===== src/rtl/swt_pkg.sv =====
// ----------------------------------------------------------------------------
// swt_pkg
// Shared types and constants for the sleep/wakeup timer table.
// ----------------------------------------------------------------------------
package swt_pkg;

    // result kinds carried on the master-side tuser
    typedef enum logic [1:0] {
        EV_WAKE   = 2'd0,
        EV_ACCEPT = 2'd1,
        EV_FULL   = 2'd2
    } t_event;

    typedef enum logic [2:0] {
        ST_IDLE,
        ST_DIV,
        ST_WR,
        ST_FULL,
        ST_SCAN
    } t_state;

    localparam int MAX_RESULTS = 16;
    localparam int RES_W       = $clog2(MAX_RESULTS + 1);
    localparam int MS_PER_S    = 1000;
    // floor(x / 1000) == (x * DIV1000_MUL) >> DIV1000_SH for any 32-bit x
    localparam logic [31:0] DIV1000_MUL = 32'h10624DD3;
    localparam int DIV1000_SH  = 38;
    localparam int CONV_STEPS  = 3;     // ms-to-tick conversion steps
    localparam int TID_W       = 8;
    localparam int MS_W        = 32;
    localparam int TICK_W      = 64;

    localparam int S_TDATA_W   = 40;    // thread_id, sleep_ms
    localparam int M_TDATA_W   = 72;    // woken_thread, now

endpackage


===== src/rtl/sleep_wakeup_timer_table_core.sv =====
// ----------------------------------------------------------------------------
// sleep_wakeup_timer_table_core
// Tick counter with a table of sleeping threads; wakes due threads on ticks.
// ----------------------------------------------------------------------------
// Sleep request: accept, ms-to-tick conversion by reciprocal multiplication
//   in ST_DIV, then the write in ST_WR; a full table is answered from ST_FULL.
// Tick: accept, then the one-slot-per-cycle table scan through the RAM read
//   port, held while the output is stalled.
// One item in flight at a time. Reset clears the tick counter and the slot
//   valid flops at once; no clearing pass, table RAM contents are don't-care.
module sleep_wakeup_timer_table_core
    import swt_pkg::*;
#(
    parameter int SLOTS   = 16,
    parameter int TICK_HZ = 1000
) (
    input  logic                 i_clk,
    input  logic                 i_rst_n,

    input  logic                 s_tvalid,
    output logic                 s_tready,
    input  logic [S_TDATA_W-1:0] s_tdata,   // [7:0] thread_id, [39:8] sleep_ms
    input  logic                 s_tuser,   // [0] req_type

    output logic                 m_tvalid,
    input  logic                 m_tready,
    output logic [M_TDATA_W-1:0] m_tdata,   // [7:0] woken_thread, [71:8] now
    output logic [1:0]           m_tuser,   // [1:0] event_res
    output logic                 m_tlast
);

    localparam int AW     = (SLOTS > 1) ? $clog2(SLOTS) : 1;
    localparam int IW     = $clog2(SLOTS + 1);
    localparam int TICK_Q = TICK_HZ / MS_PER_S;    // whole ticks per ms
    localparam int TICK_R = TICK_HZ % MS_PER_S;    // leftover ticks per 1000 ms
    localparam int QW     = MS_W - 9;              // ms / 1000 fits 23 bits
    localparam int LW     = 10;                    // ms % 1000
    localparam int CW     = $clog2(CONV_STEPS + 1);
    localparam int RW     = TID_W + TICK_W;

    t_state               r_state, n_state;
    logic [TICK_W-1:0]    r_tick, n_tick;
    logic [SLOTS-1:0]     r_valid, n_valid;
    logic [AW-1:0]        r_slot, n_slot;
    logic [TID_W-1:0]     r_tid, n_tid;
    logic [MS_W-1:0]      r_ms, n_ms;
    logic [QW-1:0]        r_qh, n_qh;
    logic [LW-1:0]        r_lo, n_lo;
    logic [TICK_W-1:0]    r_ticks, n_ticks;
    logic [CW-1:0]        r_cnt, n_cnt;
    logic [IW-1:0]        r_idx, n_idx;
    logic                 r_cmp_vld, n_cmp_vld;
    logic [AW-1:0]        r_cmp_idx, n_cmp_idx;
    logic [RES_W-1:0]     r_nres, n_nres;
    logic                 r_pend_vld, n_pend_vld;
    logic [TID_W-1:0]     r_pend_tid, n_pend_tid;

    logic                 r_out_vld, n_out_vld;
    t_event               r_out_ev, n_out_ev;
    logic [TID_W-1:0]     r_out_tid, n_out_tid;
    logic [TICK_W-1:0]    r_out_now, n_out_now;
    logic                 r_out_last, n_out_last;

    logic                 ram_we;
    logic [AW-1:0]        ram_raddr;
    logic [RW-1:0]        ram_wdata, ram_rdata;
    logic [TID_W-1:0]     ram_tid;
    logic [TICK_W-1:0]    ram_wake;

    logic                 in_acc;
    logic [TID_W-1:0]     in_tid;
    logic [MS_W-1:0]      in_ms;
    logic                 out_free;
    logic                 free_found;
    logic [AW-1:0]        free_idx;
    logic                 cmp_due;
    logic                 stall;
    logic [2*MS_W-1:0]    ms_prod;
    logic [MS_W-1:0]      lo_x_r;
    logic [2*MS_W-1:0]    frac_prod;

    assign in_tid   = s_tdata[TID_W-1:0];
    assign in_ms    = s_tdata[TID_W+MS_W-1:TID_W];
    assign s_tready = (r_state == ST_IDLE);
    assign in_acc   = s_tvalid && s_tready;
    assign out_free = !r_out_vld || m_tready;

    assign ram_tid  = ram_rdata[RW-1:TICK_W];
    assign ram_wake = ram_rdata[TICK_W-1:0];

    // lowest free slot
    always_comb begin
        free_found = 1'b0;
        free_idx   = '0;
        for (int i = SLOTS - 1; i >= 0; i--) begin
            if (!r_valid[i]) begin
                free_found = 1'b1;
                free_idx   = AW'(i);
            end
        end
    end

    // ticks = ms*Q + (ms/1000)*R + (ms%1000)*R/1000, with TICK_HZ = 1000*Q + R
    assign ms_prod   = (2*MS_W)'(r_ms) * (2*MS_W)'(DIV1000_MUL);
    assign lo_x_r    = MS_W'(r_lo) * MS_W'(TICK_R);
    assign frac_prod = (2*MS_W)'(lo_x_r) * (2*MS_W)'(DIV1000_MUL);

    assign cmp_due = r_cmp_vld && r_valid[r_cmp_idx] && (r_tick >= ram_wake)
                     && (r_nres < RES_W'(MAX_RESULTS));
    // a second hit while the pending word cannot move out holds the scan
    assign stall   = cmp_due && r_pend_vld && !out_free;

    always_comb begin
        n_state    = r_state;
        n_tick     = r_tick;
        n_valid    = r_valid;
        n_slot     = r_slot;
        n_tid      = r_tid;
        n_ms       = r_ms;
        n_qh       = r_qh;
        n_lo       = r_lo;
        n_ticks    = r_ticks;
        n_cnt      = r_cnt;
        n_idx      = r_idx;
        n_cmp_vld  = r_cmp_vld;
        n_cmp_idx  = r_cmp_idx;
        n_nres     = r_nres;
        n_pend_vld = r_pend_vld;
        n_pend_tid = r_pend_tid;
        n_out_vld  = r_out_vld && !m_tready;
        n_out_ev   = r_out_ev;
        n_out_tid  = r_out_tid;
        n_out_now  = r_out_now;
        n_out_last = r_out_last;
        ram_we     = 1'b0;
        ram_wdata  = {r_tid, r_tick + r_ticks};
        ram_raddr  = stall ? r_cmp_idx : r_idx[AW-1:0];

        unique case (r_state)
            ST_IDLE: begin
                if (in_acc) begin
                    n_tid = in_tid;
                    if (s_tuser) begin
                        n_slot  = free_idx;
                        n_ms    = in_ms;
                        n_cnt   = CW'(CONV_STEPS);
                        n_state = free_found ? ST_DIV : ST_FULL;
                    end else begin
                        n_tick     = r_tick + TICK_W'(1);
                        n_idx      = '0;
                        n_cmp_vld  = 1'b0;
                        n_nres     = '0;
                        n_pend_vld = 1'b0;
                        n_state    = ST_SCAN;
                    end
                end
            end
            ST_DIV: begin
                n_cnt = r_cnt - CW'(1);
                if (r_cnt == CW'(CONV_STEPS)) begin
                    n_qh = ms_prod[DIV1000_SH +: QW];
                end else if (r_cnt == CW'(CONV_STEPS - 1)) begin
                    n_lo    = LW'(r_ms - MS_W'(r_qh) * MS_W'(MS_PER_S));
                    n_ticks = TICK_W'(r_ms) * TICK_W'(TICK_Q)
                              + TICK_W'(r_qh) * TICK_W'(TICK_R);
                end else begin
                    n_ticks = r_ticks + TICK_W'(frac_prod[DIV1000_SH +: LW]);
                    n_state = ST_WR;
                end
            end
            ST_WR: begin
                if (out_free) begin
                    ram_we          = 1'b1;
                    n_valid[r_slot] = 1'b1;
                    n_out_vld       = 1'b1;
                    n_out_ev        = EV_ACCEPT;
                    n_out_tid       = r_tid;
                    n_out_now       = r_tick;
                    n_out_last      = 1'b1;
                    n_state         = ST_IDLE;
                end
            end
            ST_FULL: begin
                if (out_free) begin
                    n_out_vld  = 1'b1;
                    n_out_ev   = EV_FULL;
                    n_out_tid  = r_tid;
                    n_out_now  = r_tick;
                    n_out_last = 1'b1;
                    n_state    = ST_IDLE;
                end
            end
            ST_SCAN: begin
                if (!stall) begin
                    if (cmp_due) begin
                        n_valid[r_cmp_idx] = 1'b0;
                        n_nres             = r_nres + RES_W'(1);
                        n_pend_vld         = 1'b1;
                        n_pend_tid         = ram_tid;
                        if (r_pend_vld) begin
                            n_out_vld  = 1'b1;
                            n_out_ev   = EV_WAKE;
                            n_out_tid  = r_pend_tid;
                            n_out_now  = r_tick;
                            n_out_last = 1'b0;
                        end
                    end
                    if (r_idx < IW'(SLOTS)) begin
                        n_cmp_vld = 1'b1;
                        n_cmp_idx = r_idx[AW-1:0];
                        n_idx     = r_idx + IW'(1);
                    end else begin
                        n_cmp_vld = 1'b0;
                    end
                    // scan finished: the held word is the last one
                    if (r_idx == IW'(SLOTS) && !r_cmp_vld) begin
                        if (!r_pend_vld) begin
                            n_state = ST_IDLE;
                        end else if (out_free) begin
                            n_out_vld  = 1'b1;
                            n_out_ev   = EV_WAKE;
                            n_out_tid  = r_pend_tid;
                            n_out_now  = r_tick;
                            n_out_last = 1'b1;
                            n_pend_vld = 1'b0;
                            n_state    = ST_IDLE;
                        end
                    end
                end
            end
            default: begin
                n_state = ST_IDLE;
            end
        endcase
    end

    always_ff @(posedge i_clk) begin
        if (!i_rst_n) begin
            r_state    <= ST_IDLE;
            r_tick     <= '0;
            r_valid    <= '0;
            r_cmp_vld  <= 1'b0;
            r_pend_vld <= 1'b0;
            r_out_vld  <= 1'b0;
            r_nres     <= '0;
            r_idx      <= '0;
            r_cnt      <= '0;
        end else begin
            r_state    <= n_state;
            r_tick     <= n_tick;
            r_valid    <= n_valid;
            r_cmp_vld  <= n_cmp_vld;
            r_pend_vld <= n_pend_vld;
            r_out_vld  <= n_out_vld;
            r_nres     <= n_nres;
            r_idx      <= n_idx;
            r_cnt      <= n_cnt;
        end
    end

    always_ff @(posedge i_clk) begin
        r_slot     <= n_slot;
        r_tid      <= n_tid;
        r_ms       <= n_ms;
        r_qh       <= n_qh;
        r_lo       <= n_lo;
        r_ticks    <= n_ticks;
        r_cmp_idx  <= n_cmp_idx;
        r_pend_tid <= n_pend_tid;
        r_out_ev   <= n_out_ev;
        r_out_tid  <= n_out_tid;
        r_out_now  <= n_out_now;
        r_out_last <= n_out_last;
    end

    swt_ram #(
        .WIDTH (RW),
        .DEPTH (SLOTS)
    ) u_slot_ram (
        .i_clk   (i_clk),
        .i_we    (ram_we),
        .i_waddr (r_slot),
        .i_wdata (ram_wdata),
        .i_raddr (ram_raddr),
        .o_rdata (ram_rdata)
    );

    assign m_tvalid = r_out_vld;
    assign m_tdata  = {r_out_now, r_out_tid};
    assign m_tuser  = r_out_ev;
    assign m_tlast  = r_out_last;

    // a scan only ever frees slots
    a_scan_no_alloc: assert property (@(posedge i_clk) disable iff (!i_rst_n)
        (r_state == ST_SCAN) |=> ($countones(r_valid) <= $past($countones(r_valid))))
        else $error("slot allocated during tick scan");

    // a sleep write claims exactly one new slot
    a_alloc_one: assert property (@(posedge i_clk) disable iff (!i_rst_n)
        (r_state == ST_WR && out_free)
        |=> ($countones(r_valid) == $past($countones(r_valid)) + 1))
        else $error("sleep write did not claim one free slot");

    // sleep answers are single words
    a_sleep_last: assert property (@(posedge i_clk) disable iff (!i_rst_n)
        (m_tvalid && m_tuser != EV_WAKE) |-> m_tlast)
        else $error("sleep answer without last marker");

    a_res_limit: assert property (@(posedge i_clk) disable iff (!i_rst_n)
        r_nres <= RES_W'(MAX_RESULTS))
        else $error("wake count past limit");

endmodule


===== src/rtl/swt_ram.sv =====
// ----------------------------------------------------------------------------
// swt_ram
// Simple dual-port RAM, one write port, one read port with registered data.
// ----------------------------------------------------------------------------
module swt_ram #(
    parameter int WIDTH = 72,
    parameter int DEPTH = 16
) (
    input  logic                                  i_clk,
    input  logic                                  i_we,
    input  logic [(DEPTH > 1 ? $clog2(DEPTH) : 1)-1:0] i_waddr,
    input  logic [WIDTH-1:0]                      i_wdata,
    input  logic [(DEPTH > 1 ? $clog2(DEPTH) : 1)-1:0] i_raddr,
    output logic [WIDTH-1:0]                      o_rdata
);

    logic [WIDTH-1:0] r_mem [DEPTH];
    logic [WIDTH-1:0] r_rdata;

    always_ff @(posedge i_clk) begin
        if (i_we) begin
            r_mem[i_waddr] <= i_wdata;
        end
        r_rdata <= r_mem[i_raddr];
    end

    assign o_rdata = r_rdata;

endmodule

===== config.mk =====
export PLATFORM = sky130hd
export DESIGN_NAME = sleep_wakeup_timer_table_core
export DESIGN_NICKNAME = d
export VERILOG_FILES = /design/src/rtl/swt_pkg.sv /design/src/rtl/sleep_wakeup_timer_table_core.sv /design/src/rtl/swt_ram.sv
export SDC_FILE = /design/constraint.sdc
export NUM_CORES = 2
export LEC_CHECK = 0
export CAP_MARGIN = 20
export CORE_ASPECT_RATIO = 1.25
export CORE_UTILIZATION = 54
export CTS_BUF_LIST = sky130_fd_sc_hd__clkbuf_4 sky130_fd_sc_hd__clkbuf_8
export DETAILED_ROUTE_END_ITERATION = 6
export DONT_BUFFER_PORTS = 1
export PLACE_DENSITY = 0.7
export SLEW_MARGIN = 20
export SYNTH_ARGS = -nofsm -noshare
export SYNTH_HDL_FRONTEND = slang
export SYNTH_SLANG_ARGS = --single-unit

===== constraint.sdc =====
create_clock -name i_clk -period 10.75 [get_ports i_clk]
set_input_delay 1.075 -clock i_clk [delete_from_list [all_inputs] [get_ports i_clk]]
set_output_delay 1.075 -clock i_clk [all_outputs]
set_load 0.02 [all_outputs]

== After elaboration in Yosys (flattened, before gate mapping) ==
Memories as Yosys holds them, arrays and structs flattened. A register that Yosys moved wholly into a read port is not among the register bits.
Index checks and enable logic that the tools add are counted.
Storage, ports and cells
  flip-flop bits (word level): 261
  bits in latches: 0
  RAM bits: 1152
  bits in read-only memories: 0
  output and inout port bits: 77
  logic and storage cells: 218
  memories kept: 1
Memory list
  u_slot_ram.r_mem: words 16, bits a word 72, read ports 1, clocked after memory_dff 1, write ports 1, RTL line swt_ram.sv:17  | logic [WIDTH-1:0] r_mem [DEPTH];
Cells by class
  add/sub/neg operators: 5
  $mul: 0
  div/mod/pow operators: 0
  $lt $le $gt $ge: 7
  equality and inequality tests: 19
  shift operators: 0
  mux-type cells: 119
  bitwise gates (word level): 6
  reduce and logical (&&, ||, !) cells: 39
Operators with widths (count)
  $mux 64: 7
  $pmux 64 s2: 1
  $add 64x1->64 const B: 1
  $add 64x32->64: 1
  $ge 64x64->1: 1
  $mux 8: 7
  $mux 16: 3
  $mux 1: 47
  $mux 3: 12
  $mux 4: 9
  $pmux 16 s2: 1
  $mux 5: 6
  $mux 2: 13
  $reduce_and 3->1: 7
  $pmux 5 s2: 2
  $ne 2x2->1 const B: 9
  $and 16x16->16: 1
  $not 16->16: 1
  $or 16x16->16: 1
  $pmux 8 s2: 1
  $reduce_and 4->1: 4
  $reduce_and 5->1: 3
  $pmux 3 s4: 1
  $add 5x1->5 const B: 2
  25 further kinds: 54

== Logic depth before layout (Yosys ltp) ==
  depth in word-level cells: 20
  depth in mapped cells: 15
  gate-level depth less buffers: 13

== Cells and area by module ==
A second synthesis with hierarchy kept.
Second synthesis, totals
  cell total of the unflattened synthesis: 3272
  area total of the unflattened synthesis: 59331.9 um^2
By module, submodules not included
  swt_ram: instances 1, cells each 1850, area each 44550.2 um^2
  sleep_wakeup_timer_table_core: instances 1, cells each 1422, area each 14781.7 um^2

== Worst setup path before layout ==
OpenSTA, ideal clock, no wires.
  path kind: input-to-reg
  from: input m_tready
  to: memory u_slot_ram.r_mem[0][0], enable pin
  arrival time: 6675 ps
  required time: 10157 ps
  setup slack: 3482 ps
  stages on the path: 5
  buffers on the path: 0
  path through: nand2b_1 -> nand2_1 -> nor3_1 -> nand2b_1 -> nor3_1
Between the ends
  cells in the longest elaborated chain, start to end: 5
RTL lines
  start, declared: RTL line sleep_wakeup_timer_table_core.sv:26  | input logic m_tready,
  $logic_or 1x1->1: RTL line sleep_wakeup_timer_table_core.sv:86  | assign out_free = !r_out_vld || m_tready;
  $mux 1: RTL line sleep_wakeup_timer_table_core.sv:172  | if (out_free) begin
  $mux 1: RTL line sleep_wakeup_timer_table_core.sv:139  | unique case (r_state)
  $mux 1: RTL line swt_ram.sv:21  | if (i_we) begin
  $mux 1 (implied by the code): RTL line swt_ram.sv:22  | r_mem[i_waddr] <= i_wdata;
  end, declared: RTL line swt_ram.sv:17
Every way passes these cells.

== Final worst setup path ==
  from: register r_tick[19]
  to: register u_slot_ram.r_rdata[46], in the netlist u_slot_ram.o_rdata[46] (read register of u_slot_ram.r_mem)
Between the ends
  cells in the longest elaborated chain, start to end: 6
RTL lines
  start, declared: RTL line sleep_wakeup_timer_table_core.sv:42  | logic [TICK_W-1:0] r_tick, n_tick;
  start signal, assigned: RTL line sleep_wakeup_timer_table_core.sv:250  | r_tick <= n_tick;
  $ge 64x64->1: RTL line sleep_wakeup_timer_table_core.sv:108  | assign cmp_due = r_cmp_vld && r_valid[r_cmp_idx] && (r_tick >= ram_wake)
  $logic_and 1x1->1: RTL line sleep_wakeup_timer_table_core.sv:108
  $logic_and 1x1->1: RTL line sleep_wakeup_timer_table_core.sv:109  | && (r_nres < RES_W'(MAX_RESULTS));
  $logic_and 1x1->1 (2 in series): RTL line sleep_wakeup_timer_table_core.sv:111  | assign stall = cmp_due && r_pend_vld && !out_free;
  $mux 4: RTL line sleep_wakeup_timer_table_core.sv:137  | ram_raddr = stall ? r_cmp_idx : r_idx[AW-1:0];
  end, declared: RTL line swt_ram.sv:18  | logic [WIDTH-1:0] r_rdata;
Every way passes these cells.
A chain may end at the register's enable or synchronous reset.

==> flow_summary.toml <==
[floorplanning]
coreArea_um2 = 109000
fp.dieW_um = 299
row_count = 135
pin_count = 122
die_area_um2 = 111000
fp.dieH_um = 373
initial_core_util_pct = 54.7

[yosys]
synth_edf_count = 1315
yosysTopAreaCell = "edfxtp_1"
ys_seq_area_share_pct = 72.1
synth.most_common_cell = "edfxtp_1"
ys_ff_latch = 1485
netlist_instances = 3701
synth_top_cells_by_count = "1315 x edfxtp_1, 590 x mux2i_1, 289 x o22ai_1, 170 x dfxtp_1, 116 x nand2_1"
synth_nets = 3849
yosysUniqueCellTypes = 64
syn_avg_cell_area_um2 = 16.1
ys_async_sr_fraction_pct = 0
synth_top_area_share_pct = 66.4
synth_ff_type = "edfxtp_1"
syn_area_um2 = 59500
synth_area_leaders = "edfxtp_1 66%, mux2i_1 9.9%, dfxtp_1 5.7%"
yosysWarnings = 0

[cts]
cts-hold-fix-buffers = 0
cts_resized = 0
cts_root_buffer = "clkbuf_8"
cts_setup_buffers = 0
htree_levels = 4
cts_buffers = 215
cts.clk_slew.worst_paths_ns = 0.06
worst_skew_pair.late_latency_ns = 0.93
clockBufferDepth = 3
clkSinkCount = 1485
cts_tree = "yes"

[pwr]
leakagePower_nw = 23.0
p_clk_share_pct = 40.1
powerDensity_nw_per_um2 = 173
power.share.sequential_pct = 55.9
switchingPower_w = 0.00250
internal_power_w = 0.00893
p_sw_share_pct = 21.9
combPwrFrac_pct = 3.9
peakVddDrop_mv = 0.135

[setup_path]
worst_setup_path_end_kind = "flip-flop"
r2r_cells = 13
path_class = "flip-flop to flip-flop"
arrival_ns = 7.19
r2r_start = "r_tick[19]"
critPathRequiredTime_ns = 11.52
cp-start-kind = "flip-flop"
critPathMaxFanout = 120
startpoint = "r_tick[19]"

[timing]
rsz0062_at_grt = "false"
slew-limit-headroom_pct = 21.8
post-route-period-util_pct = 59.8
hold_slack_ns = 0.245
tightest_slew_ns = 1.16
hold_viol = 0
max_freq_mhz = 156
setup_violations = 0
setup_tns_ns = 0
period_minus_slack_ns = 6.42
slew_viol_final = 0
finClkSkew_ns = 0.0416

[finish]
nets = 3963
layout-drive-gt1-share_pct = 14.0
area_delta_synth_final_pct = 11.0
stdcell_count = 5436

[place]
io_buffers = 0
dpl.cell_count = 5033
hpwl_um = 82900
place_congestion = 0.853

[drt]
dr.pass1.iters = 5
post_drt_via_cell_ratio = 6.12
ant_nets = 0
vias = 33289
drt_iter0_drc = 3209
routed_wirelength_um = 149000
avgRoutedWirePerCell_um = 27.4
drc = 0

[global_route]
antenna_found_initial = 2
grt_util_all_layers_pct = 26.4
grt_first_pass_wirelength_um = 216000
grt_pass1_vias = 33193
overflow = 0
grt_max_degree = 123

[job]
drv_cap = 0

[status]
status = "completed"

[worst_hold_path]
worst_hold_path_type = "primary input to flip-flop"
hold_start = "s_tdata[6]"
min_path_cells = 0
logic make-up after synthesis:
group / count (synthesis) / share of synthesized area, %
xor gates and xnor gates: 121 / 1.78
AOI/OAI and AO/OA: 524 / 5.60
DFF: 1485 / 72.1
and+or+nand+nor: 551 / 5.06
muxes: 659 / 11.3
buffers and inverters: 258 / 1.92
adders and majority gates: 103 / 2.18
per-stage QoR:
stage | setup WS [ns] | utilization, % | total power [W] | area, um^2
finish | 4.33 | 60.7 | 0.0114 | 66000
global route | 4.06 | 60.7 | 0.0118 | 66000
global placement | 4.47 | 56.2 | 0.00695 | 61100
CTS | 4.35 | 60.4 | 0.0115 | 65700
detailed placement | 4.39 | 56.3 | 0.00695 | 61200
floorplan | 3.48 | - | 0.00680 | 59500
routing by layer:
metal  wire length [um]  up-vias  share of wire [%]  GRT usage [%]
li1                   -    14707                  -              -
met1              59500    16951                 40           34.4
met2              73300     1366                 49           43.7
met3              11900      263                8.0           5.45
met4               4460        2                3.0           9.92
met5                 20        -              0.013              0
cells in the final DEF (no fill, tap or decap), types with 42 or more instances in the layout:
| master | instances |
|---|---|
| a21oi_1 | 56 |
| and2_1 | 73 |
| buf_4 | 53 |
| clkbuf_4 | 60 |
| clkbuf_8 | 241 |
| clkinv_1 | 49 |
| dfxtp_1 | 170 |
| edfxtp_1 | 1315 |
| ha_1 | 102 |
| inv_1 | 93 |
| mux2_2 | 63 |
| mux2i_1 | 589 |
| nand2_1 | 108 |
| nand3_1 | 42 |
| nand4_1 | 43 |
| nor2_1 | 63 |
| o21ai_0 | 59 |
| o22ai_1 | 289 |
| or4_1 | 74 |
| xnor2_1 | 48 |
path summary, 6_finish.rpt:
| kind | to | slack (ns) |
|---|---|---|
| worst max-delay path | u_slot_ram.o_rdata[46] | 4.33 |
| worst min-delay path | r_tid[6] | 0.25 |
| worst max register to register | u_slot_ram.o_rdata[46] | 4.33 |
| worst min register to register | r_pend_tid[0] | 0.40 |
state kept, by name, summed over array words and instances, names as in the netlist, 5 cells and up:
signal,flops
u_slot_ram.o_rdata,72
r_valid,16
r_idx,5
r_ticks,32
u_slot_ram.r_mem,1152
r_ms,32
r_out_now,64
r_nres,5
r_tick,64
r_tid,8
r_pend_tid,8
r_out_tid,8
power groups by stage:
| stage | Clock (W) | Sequential, W | Combinational (W) |
|---|---|---|---|
| after floorplan | 0 | 0.00648 | 0.000323 |
| after global placement | 0 | 0.00651 | 0.000434 |
| after detailed placement | 0 | 0.00651 | 0.000440 |
| after CTS | 0.00465 | 0.00639 | 0.000441 |
| after global routing | 0.00489 | 0.00640 | 0.000474 |
| final | 0.00459 | 0.00639 | 0.000448 |
worst max-delay path, cell delays in order (launching register included):
cell,delay [ns]
dfxtp_1,0.49
ha_1,0.31
a21oi_1,0.12
o21ai_0,0.09
a221o_1,0.37
a2111oi_0,0.72
o31a_1,0.44
o21ai_4,0.21
mux2_8,0.91
buf_12,0.69
buf_4,0.79
mux2i_1,0.28
o22ai_1,0.11
or4_1,0.51
layout make-up:
| type | instances | area (um^2) |
|---|---|---|
| multi-input combinational | 1958 | 16000 |
| tap | 1438 | 1800 |
| inverter | 95 | 362 |
| fill | 8080 | 42700 |
| clock buffer | 300 | 3760 |
| antenna | 1 | 2.50 |
| sequential | 1485 | 42900 |
| timing repair buffer | 60 | 541 |
| clock inverter | 99 | 693 |
Power figures use the tool's default switching activity.
